==> src/hw/rtl/tcfe_pkg.sv <==
`timescale 1ns / 1ps
// ----------------------------------------------------------------------------
// tcfe_pkg: shared types and constants of the crossfade envelope core
// Holds the word layouts, the command codes and the channel state record.
// ----------------------------------------------------------------------------
package tcfe_pkg;

  localparam int unsigned NumChan  = 2;
  localparam int unsigned MaxRes   = 4;
  localparam int unsigned CntW     = 3;
  localparam int unsigned VolW     = 16;
  localparam int unsigned RateW    = 17;
  localparam int unsigned IdW      = 8;
  localparam int unsigned DtW      = 16;
  localparam int unsigned InDataW  = 48;
  localparam int unsigned OutDataW = 32;

  localparam logic [VolW-1:0] VolFull = 16'd32768;

  typedef enum logic [1:0] {
    CMD_SET_VOLUME = 2'd0,
    CMD_STOP       = 2'd1,
    CMD_PLAY       = 2'd2
  } cmd_e;

  typedef struct packed {
    logic            mode;
    logic [DtW-1:0]  tick_time;
    logic            has_sound;
    logic [IdW-1:0]  sound_id;
    logic [VolW-1:0] target_volume;
  } item_t;

  typedef struct packed {
    cmd_e            command;
    logic            channel;
    logic [VolW-1:0] volume;
    logic [IdW-1:0]  play_id;
    logic            last;
  } result_t;

  typedef struct packed {
    logic                            active;
    logic [NumChan-1:0]              busy;
    logic [NumChan-1:0][IdW-1:0]     sound;
    logic [NumChan-1:0][VolW-1:0]    volume;
    logic [NumChan-1:0][VolW-1:0]    target;
    logic [NumChan-1:0][RateW-1:0]   rate;
  } chan_state_t;

endpackage

==> src/hw/rtl/tcfe_update.sv <==
`timescale 1ns / 1ps
// ----------------------------------------------------------------------------
// tcfe_update: next-state and command logic for one word
// Works out the new channel state and the ordered list of mixer commands.
// ----------------------------------------------------------------------------
module tcfe_update import tcfe_pkg::*; (
  input  chan_state_t            state_i,
  input  item_t                  item_i,
  input  logic                   sound_enable_i,
  output chan_state_t            state_o,
  output result_t [MaxRes-1:0]   res_o,
  output logic [CntW-1:0]        count_o
);

  logic [VolW-1:0]                 tv;
  logic                            act;
  logic                            nxt;
  logic                            same;
  logic [VolW-1:0]                 cur_vol;
  logic [VolW-1:0]                 vol_gap;
  logic [18:0]                     vol5;
  logic [NumChan-1:0][33:0]        prod;
  logic [NumChan-1:0][17:0]        step;
  logic [NumChan-1:0][VolW-1:0]    new_vol;
  result_t [MaxRes-1:0]            cand;
  logic [MaxRes-1:0]               cand_v;
  result_t [MaxRes-1:0]            res;
  logic [CntW-1:0]                 k;

  assign tv      = (item_i.target_volume > VolFull) ? VolFull : item_i.target_volume;
  assign act     = state_i.active;
  assign nxt     = ~state_i.active;
  assign cur_vol = state_i.volume[act];
  assign same    = item_i.has_sound && state_i.busy[act] && (state_i.sound[act] == item_i.sound_id);
  assign vol_gap = (tv > cur_vol) ? (tv - cur_vol) : (cur_vol - tv);
  assign vol5    = {1'b0, cur_vol, 2'b00} + 19'(cur_vol);

  always_comb begin
    for (int c = 0; c < NumChan; c++) begin
      prod[c] = 34'(state_i.rate[c]) * 34'(item_i.tick_time) + 34'd32768;
      step[c] = prod[c][33:16];
      new_vol[c] = state_i.volume[c];
      if (state_i.volume[c] < state_i.target[c]) begin
        if (step[c] >= 18'(state_i.target[c] - state_i.volume[c])) begin
          new_vol[c] = state_i.target[c];
        end else begin
          new_vol[c] = state_i.volume[c] + step[c][VolW-1:0];
        end
      end else if (state_i.volume[c] > state_i.target[c]) begin
        if (step[c] >= 18'(state_i.volume[c] - state_i.target[c])) begin
          new_vol[c] = state_i.target[c];
        end else begin
          new_vol[c] = state_i.volume[c] - step[c][VolW-1:0];
        end
      end
    end
  end

  always_comb begin
    state_o = state_i;
    cand    = '0;
    cand_v  = '0;
    for (int i = 0; i < MaxRes; i++) begin
      cand[i].command = CMD_SET_VOLUME;
    end
    if (!item_i.mode) begin
      for (int c = 0; c < NumChan; c++) begin
        if (state_i.busy[c]) begin
          state_o.volume[c]     = new_vol[c];
          cand_v[2*c]           = 1'b1;
          cand[2*c].command     = CMD_SET_VOLUME;
          cand[2*c].channel     = 1'(c);
          cand[2*c].volume      = sound_enable_i ? new_vol[c] : '0;
          if ((new_vol[c] == '0) && (state_i.target[c] == '0)) begin
            cand_v[2*c+1]       = 1'b1;
            cand[2*c+1].command = CMD_STOP;
            cand[2*c+1].channel = 1'(c);
            state_o.busy[c]     = 1'b0;
          end
        end
      end
    end else if (same) begin
      state_o.target[act] = tv;
      state_o.rate[act]   = RateW'((18'(vol_gap) + 18'd1) >> 1);
    end else begin
      if (state_i.busy[act]) begin
        state_o.target[act] = '0;
        state_o.rate[act]   = RateW'((vol5 + 19'd1) >> 1);
      end
      if (state_i.busy[nxt]) begin
        cand_v[0]           = 1'b1;
        cand[0].command     = CMD_STOP;
        cand[0].channel     = nxt;
        state_o.busy[nxt]   = 1'b0;
        state_o.volume[nxt] = '0;
      end
      state_o.active = nxt;
      if (item_i.has_sound) begin
        state_o.busy[nxt]   = 1'b1;
        state_o.sound[nxt]  = item_i.sound_id;
        state_o.volume[nxt] = '0;
        state_o.target[nxt] = tv;
        state_o.rate[nxt]   = RateW'((18'(tv) + 18'd1) >> 1);
        cand_v[1]           = 1'b1;
        cand[1].command     = CMD_PLAY;
        cand[1].channel     = nxt;
        cand[1].play_id     = item_i.sound_id;
      end
    end
  end

  always_comb begin
    res = cand;
    k   = '0;
    for (int i = 0; i < MaxRes; i++) begin
      if (cand_v[i]) begin
        res[k[1:0]] = cand[i];
        k = k + 3'd1;
      end
    end
    if (k != '0) begin
      res[2'(k - 3'd1)].last = 1'b1;
    end
  end

  assign res_o   = res;
  assign count_o = k;

endmodule

==> src/hw/rtl/two_channel_crossfade_envelope_core.sv <==
`timescale 1ns / 1ps
// ----------------------------------------------------------------------------
// two_channel_crossfade_envelope_core: two-channel crossfade controller
// Ticks and scene changes update two mixer channels and emit mixer commands.
// ----------------------------------------------------------------------------
// A word is registered on input, and its commands are loaded into the command
// queue when the queue is empty or is handing over its last command.
// Throughput: one word per cycle while each word causes at most one command and
// m_tready is high; more commands (at most four) hold the queue until taken.
// Reset clears all channel state and the active channel and sets sound enable.
// ----------------------------------------------------------------------------
module two_channel_crossfade_envelope_core import tcfe_pkg::*; (
  input  logic                clk_i,
  input  logic                rst_ni,
  input  logic                cfg_we_i,
  input  logic                cfg_wdata_i,   // sound_enable
  input  logic                s_tvalid_i,
  output logic                s_tready_o,
  input  logic [InDataW-1:0]  s_tdata_i,     // tick_time, has_sound, sound_id, target_volume
  input  logic                s_tuser_i,     // mode
  output logic                m_tvalid_o,
  input  logic                m_tready_i,
  output logic [OutDataW-1:0] m_tdata_o,     // channel, volume, play_id
  output logic [1:0]          m_tuser_o,     // command
  output logic                m_tlast_o
);

  logic                  enable_q;
  logic                  in_valid_q;
  item_t                 in_q;
  chan_state_t           state_q, state_d;
  result_t [MaxRes-1:0]  queue_q, queue_d;
  result_t [MaxRes-1:0]  new_res;
  logic [CntW-1:0]       cnt_q, cnt_d;
  logic [CntW-1:0]       new_cnt;
  logic                  out_fire;
  logic                  advance;
  logic                  in_fire;

  assign out_fire   = m_tvalid_o && m_tready_i;
  assign advance    = in_valid_q && ((cnt_q == '0) || ((cnt_q == 3'd1) && out_fire));
  assign s_tready_o = !in_valid_q || advance;
  assign in_fire    = s_tvalid_i && s_tready_o;

  tcfe_update u_update (
    .state_i        (state_q),
    .item_i         (in_q),
    .sound_enable_i (enable_q),
    .state_o        (state_d),
    .res_o          (new_res),
    .count_o        (new_cnt)
  );

  always_comb begin
    queue_d = queue_q;
    cnt_d   = cnt_q;
    if (advance) begin
      queue_d = new_res;
      cnt_d   = new_cnt;
    end else if (out_fire) begin
      for (int i = 0; i < MaxRes - 1; i++) begin
        queue_d[i] = queue_q[i+1];
      end
      cnt_d = cnt_q - 3'd1;
    end
  end

  always_ff @(posedge clk_i or negedge rst_ni) begin
    if (!rst_ni) begin
      enable_q   <= 1'b1;
      in_valid_q <= 1'b0;
      state_q    <= '0;
      cnt_q      <= '0;
    end else begin
      if (cfg_we_i) begin
        enable_q <= cfg_wdata_i;
      end
      if (in_fire) begin
        in_valid_q <= 1'b1;
      end else if (advance) begin
        in_valid_q <= 1'b0;
      end
      if (advance) begin
        state_q <= state_d;
      end
      cnt_q <= cnt_d;
    end
  end

  always_ff @(posedge clk_i) begin
    if (in_fire) begin
      in_q.mode          <= s_tuser_i;
      in_q.tick_time     <= s_tdata_i[15:0];
      in_q.has_sound     <= s_tdata_i[16];
      in_q.sound_id      <= s_tdata_i[24:17];
      in_q.target_volume <= s_tdata_i[40:25];
    end
    queue_q <= queue_d;
  end

  assign m_tvalid_o = (cnt_q != '0);
  assign m_tuser_o  = queue_q[0].command;
  assign m_tlast_o  = queue_q[0].last;
  assign m_tdata_o  = {7'd0, queue_q[0].play_id, queue_q[0].volume, queue_q[0].channel};

endmodule

==> config.mk <==
export PLATFORM = sky130hd
export DESIGN_NAME = two_channel_crossfade_envelope_core
export DESIGN_NICKNAME = d
export VERILOG_FILES = /design/src/hw/rtl/tcfe_pkg.sv /design/src/hw/rtl/tcfe_update.sv /design/src/hw/rtl/two_channel_crossfade_envelope_core.sv
export SDC_FILE = /design/constraint.sdc
export NUM_CORES = 2
export LEC_CHECK = 0
export BUFFER_PORTS_ARGS = -buffer_cell sky130_fd_sc_hd__buf_2
export CAP_MARGIN = 20
export CORE_MARGIN = 8
export CORE_UTILIZATION = 55
export DETAILED_ROUTE_END_ITERATION = 10
export PLACE_DENSITY = 0.71
export SETUP_SLACK_MARGIN = 0.05
export SLEW_MARGIN = 20
export SYNTH_ARGS = -nofsm -noshare
export SYNTH_HDL_FRONTEND = slang
export SYNTH_SLANG_ARGS = --single-unit
==> constraint.sdc <==
create_clock -name clk_i -period 13.6 [get_ports clk_i]
set_clock_uncertainty 0.05 [all_clocks]
set_input_delay 1.36 -clock clk_i [delete_from_list [all_inputs] [get_ports clk_i]]
set_output_delay 1.36 -clock clk_i [all_outputs]
set_load 0.005 [all_outputs]
Yosys cells after proc, flatten, opt, wreduce, memory -nomap -nowiden
Index checks and enable logic that the tools add are counted.
Operators by class
  eq/ne operators: 3
  $mul: 2
  add/sub/neg operators: 21
  reductions and logical operators: 34
  order comparisons: 22
  mux-type cells: 111
  bitwise operators: 10
Operators by type and width (count)
  $bwmux W112: 4
  $mux W112: 4
  $mux W16: 20
  $mux W66: 4
  $demux W28 S2: 4
  $mux W84: 2
  $mux W32: 4
  $mux W116: 1
  $bwmux W34: 3
  $and A32 B32 Y32: 3
  $mux W28: 3
  $ge A18 B18 Y1: 4
  $add A33 B16 Y34 const B: 2
  $sub A16 B16 Y17: 4
  $mul A17 B16 Y33: 2
  $bwmux W32: 2
  $logic_not A16 Y1: 4
  $not A32 Y32: 2
  $sub A16 B16 Y16: 4
  $mux W17: 3
  $mux W50: 1
  $gt A16 B16 Y1: 3
  $mux W8: 6
  $mux W3: 13
  other kinds (39): 101
Word-level totals
  logic and storage cells: 241
  register bits after elaboration: 276
  bits of input ports: 55
  output and inout bits: 37

Logic depth before layout (Yosys ltp)
  depth in word-level cells: 26
  depth in mapped cells: 52

By module
Synthesis repeated with hierarchy kept, for this count alone.
Second synthesis, totals
  cells, all modules: 4983
  area, all modules: 44337.5 µm²
Modules (own cells, without submodules)
  tcfe_update: cells each 4420, instances 1, area an instance 33303.2 µm²
  two_channel_crossfade_envelope_core: cells each 563, instances 1, area an instance 11034.3 µm²

Least setup slack after synthesis
OpenSTA, ideal clock, no wires.
  path type: flip-flop to flip-flop
  start point: reg state_q[6] (netlist bit)
  end point: reg queue_q (netlist bit m_tdata_o[0]) (data pin)
  setup time: 0.263 ns
  path buffers: 5
  stages on the path, launching flop included: 50
  arrival: 10.549 ns
  data required time: 13.287 ns
  slack: 2.738 ns
  clock period less this slack: 10.862 ns
  cell sequence: dfrtp_1 clkbuf_1 clkbuf_1 nand2_1 fa_1 inv_1 fa_1 inv_1 fa_1 inv_1 fa_1 fa_1 inv_1 fa_1 inv_1 ha_1 nand4_1 a2111oi_4 [... 14 more ...] a31oi_1 a221o_1 buf_6 or2_4 o221ai_4 o2111ai_1 a2111oi_2 nand4_1 o31ai_1 ha_1 clkbuf_1 inv_1 xnor2_1 inv_1 ha_1 a21oi_2 buf_4 a31oi_1
RTL lines
  from (decl): line two_channel_crossfade_envelope_core.sv:31  | chan_state_t state_q, state_d;
  from (signal assigned): line two_channel_crossfade_envelope_core.sv:84  | state_q <= state_d;
  to (signal assigned): line two_channel_crossfade_envelope_core.sv:98  | queue_q <= queue_d;
  to (decl): line two_channel_crossfade_envelope_core.sv:32  | result_t [MaxRes-1:0] queue_q, queue_d;

==> results.md <==
- The run finished with clean final reports.
- The top flip-flop cell by instance count after synthesis is sky130_fd_sc_hd__edfxtp_1.
- Setup repair after global routing left no endpoint under its margin.
- Of the cells placed in the final design, the portion with a size suffix greater than 1 is 0.0531.
- Dividing the detail-routed wire length by the instance count gives roughly 21 um.
- The part of the cycle the worst path needs is 0.927.
- The worst setup path is launched from a flop.
- The initial antenna violation count is 1.
- The clock-pin slew on the worst setup and hold paths is roughly 0.06 ns.
- Data on the critical path is required at its endpoint by approximately 14 ns.
- The largest family of logic cells by synthesized area is adder cells.
- The leading cell type by number of instances after synthesis is sky130_fd_sc_hd__inv_1.
- The global-route wire length before repair is about 190,000 um.
- The share of the Yosys chip area taken by registers is 0.176.
- For this configuration, the core starts out at a cell density of 0.555.
- The clock tree buffer depth is 3.
- The critical path class is reg2reg.
- The layout has roughly 6,600 filler cells.
- For this run, design rule violations remaining after detail routing come to 0.
- The final hold violation count is 0.
- Gates resized during post-CTS repair numbered 0.
- The launching point of the worst reg2reg path is state_q[7].
- Together, buffers and inverters on the worst path number 8.
- The post-detailed-route via-to-cell ratio is about 6.
- Of the post-synthesis cell area, the dominant cell type holds 0.211.
- Headroom to the max-slew limit came out at 0.257.
- The maximum fanout encountered on the critical timing path is 18.
- The most prevalent standard cell on the critical path is sky130_fd_sc_hd__inv_1.
- The critical path data arrival time is 13.00 ns.
- The total global routing overflow is 0.
- The number of rows in the core area is 99.
- The final HPWL from detailed placement is approximately 94,000 um.
- The remaining antenna violation count after routing is 0.
- The met1 layer wirelength in the final routing is between 50,000 and 60,000 um.
- The number of port buffers is slightly below 80.
- By count the netlist is led by 694 x sky130_fd_sc_hd__inv_1, 584 x sky130_fd_sc_hd__nand2_1, 488 x sky130_fd_sc_hd__ha_1, 426 x sky130_fd_sc_hd__fa_1, 274 x sky130_fd_sc_hd__and2_1.
- The number of clock buffers added by TritonCTS is 27.
- The post-synthesis mux area share is 0.0157.
- The starting DRC count in detailed routing is approximately 2,900.
- Summed over all failing endpoints, the final setup total negative slack is 0 ns.
- The first-pass detailed-route iteration total is 5.
- For the pin with the worst max-slew slack, the measured transition is 1.11 ns.
- The TritonCTS sink count is 258.
- The clock network latency to the later pin of the worst-skew pair is between 0.5 and 0.6 ns.
- Averaged over all synthesized cells, the footprint is between 8 and 9 sq um.
- For this block, the via count after detailed routing is about 33,000.
- For the finished layout, the period the worst path requires is between 10 and 15 ns.
- After detailed routing, no signal wire sits above met5.
- CTS placed an instance of sky130_fd_sc_hd__clkbuf_16 at the clock tree root.
- The simple logic cell fraction of the synthesized area is 0.163.
- The number of hold buffers added after CTS is 0.
- The cell area after synthesis is 40,500 sq um.
- Synthesis produced a netlist whose cell count is roughly 4,600.
- The core footprint is around 73,000 sq um.
- The worst min-delay path class is reg2reg.
- Derived from the worst setup path, the maximum achievable clock frequency is a little under 80 MHz.
- By area the synthesized netlist is led by sky130_fd_sc_hd__fa_1 21%, sky130_fd_sc_hd__ha_1 15%, sky130_fd_sc_hd__edfxtp_1 10%, sky130_fd_sc_hd__dfrtp_1 7.5%, sky130_fd_sc_hd__inv_1 6.4%.
- The final number of max-transition violations is 0.
- The largest single stage delay on the critical path is ~0.90 ns.
- The first element of the critical path is state_q[7].
- The congestion estimate from routability-driven global placement came to a little under 1.
- The routed length on met3 is roughly 8300 um.
- The final standard cell area without fillers is approximately 42,000 sq um.
- The die outline height is approximately 290 um.
- Entering global routing, the biggest net connects between 70 and 80 pins.
- The adder-cell share of the synthesized area is 0.361.
- After synthesis the netlist holds a flip-flop and latch count of about 260.
- The final setup violation count is 0.
- The net count of the finished layout is between 5,000 and 6,000.
- Across every metal layer, demand over resource in global routing totals 0.282.
- The largest total area in the synthesized netlist belongs to sky130_fd_sc_hd__fa_1.
- Wire segments on met2 add up to 53,600 um in the final route.
- The worst hold path begins at state_q[99].
- The via count of the first global-routing pass came to about 33,000.
- The floorplan step set the die width to between 200 and 300 um.
- The standard cell with the maximum stage delay on the critical path is sky130_fd_sc_hd__dfrtp_1.
- The CTS tree is yes.
- In this run the number of H-tree levels came out at 1.
- The post-CTS setup buffer count is 0.
- Pin placement for this block handled 92 I/O pins.
- Max-cap violations in this run came to 0.
- For this block, the routed nets add up to about 120,000 um of wire.
- The gate family responsible for the most delay along the worst path is compound AO/OA/AOI/OAI gates.
- The fraction of registers with async set/reset is 0.473.
- Once placement finished, the instance area stood at just over 40,000 sq um.
- In this run, synthesis inferred between 100 and 150 flip-flops with an integrated enable.
- Of the total synthesized cell area, the portion taken by XOR and XNOR cells is 0.0434.
- During synthesis, Yosys emitted a total of 0 warnings.
- The overall die area is slightly above 80,000 sq um.
- Counting distinct cell types in the post-synthesis netlist gives around 110.
- The share of the synthesized area in compound gates (AO/OA/AOI/OAI) came to 0.149.
- The area overhead of the layout relative to synthesis is 4.48%.
- STA classifies the critical path endpoint as a flop.
==> cells in the final DEF (no fill, tap or decap), types with 22 or more instances in the layout <==
| master | n |
|---|---|
| sky130_fd_sc_hd__a22o_1 | 44 |
| sky130_fd_sc_hd__buf_2 | 76 |
| sky130_fd_sc_hd__nor3_1 | 41 |
| sky130_fd_sc_hd__xor2_1 | 73 |
| sky130_fd_sc_hd__o22ai_1 | 25 |
| sky130_fd_sc_hd__ha_1 | 488 |
| sky130_fd_sc_hd__o21a_1 | 31 |
| sky130_fd_sc_hd__a31oi_1 | 30 |
| sky130_fd_sc_hd__dfrtp_1 | 120 |
| sky130_fd_sc_hd__inv_1 | 694 |
| sky130_fd_sc_hd__a211oi_1 | 39 |
| sky130_fd_sc_hd__o221ai_1 | 22 |
| sky130_fd_sc_hd__and2_1 | 273 |
| sky130_fd_sc_hd__nand3_1 | 59 |
| sky130_fd_sc_hd__nand4_1 | 29 |
| sky130_fd_sc_hd__buf_4 | 46 |
| sky130_fd_sc_hd__edfxtp_1 | 136 |
| sky130_fd_sc_hd__mux2i_1 | 40 |
| sky130_fd_sc_hd__nand2_1 | 582 |
| sky130_fd_sc_hd__fa_1 | 426 |
| sky130_fd_sc_hd__nor2b_1 | 33 |
| sky130_fd_sc_hd__o21ai_0 | 231 |
| sky130_fd_sc_hd__a21oi_1 | 203 |
| sky130_fd_sc_hd__nand2b_1 | 42 |
| sky130_fd_sc_hd__and3_1 | 24 |
| sky130_fd_sc_hd__xnor2_1 | 125 |
| sky130_fd_sc_hd__clkbuf_16 | 27 |
| sky130_fd_sc_hd__a21o_1 | 80 |
| sky130_fd_sc_hd__nor2_1 | 191 |
==> cells by family after synthesis <==
family                   after synthesis
AND/OR/NAND/NOR                     1364
buffers and inverters                936
adder cells (fa/ha/maj)              914
AO/OA/AOI/OAI                        907
flip-flops                           258
XOR/XNOR                             199
multiplexers                          61
other                                  1
==> routing by layer <==
layer / global-route usage / vias up
met5: 0 / -
met4: 0.0946 / 2
met3: 0.0315 / 240
met2: 0.451 / 1319
met1: 0.398 / 16400
li1: - / 15200
==> final timing paths <==
path                                 to  slack, ns  cells after the start
setup / recovery           m_tdata_o[4]       0.99                     48
max in group asynchronous  state_q[116]      11.30                      2
hold / removal              state_q[99]       0.46                      1
hold reg to reg             state_q[99]       0.46                      1
min in group asynchronous      cnt_q[2]       0.83                      1
setup reg to reg           m_tdata_o[4]       0.99                     48
==> layout make-up <==
class / instances / area [sq um] / share of cell area
Tap cell: 959 / 1200 / 0.0283
Clock inverter: 14 / 174 / 0.00411
Inverter: 696 / 2610 / 0.0617
Sequential cell: 258 / 7140 / 0.169
Timing Repair Buffer: 122 / 726 / 0.0171
Clock buffer: 36 / 759 / 0.0179
Antenna cell: 1 / 2.50 / 0.0000591
Multi-Input combinational cell: 3452 / 29700 / 0.702
==> worst reg2reg max path: cells and delay by family, from the launching register on <==
kind / cells / cell delay, ns
simple gates: 9 / 1.77
xor+xnor: 2 / 0.55
buf+inv: 8 / 0.79
compound gates: 19 / 4.24
fa+ha+maj: 10 / 4.17
flops: 1 / 0.90
==> state kept, by name (all words and copies together), names as in the netlist <==
name,count
enable_q,1
queue_q,66
state_q,117
m_tdata_o,25
in_valid_q,1
in_q,42
cnt_q,3
m_tuser_o,2
m_tlast_o,1
==> through the flow <==
| stage | hold WS (ns) | util | instances | setup slack [ns] |
|---|---|---|---|---|
| final | 0.458 | 0.580 | 5538 | 0.991 |
| after global routing | 0.474 | 0.580 | 5537 | 0.310 |
| after CTS | 0.459 | 0.580 | 5536 | 1.16 |
| after detailed placement | 0.445 | 0.567 | 5486 | 1.22 |
| after global placement | 0.435 | 0.567 | 5486 | 1.35 |
| after floorplan | 0.429 | - | 4646 | 2.74 |
Power is not shown: default switching activity piles up to over one toggle a cycle in this logic, so the estimate is an artifact.
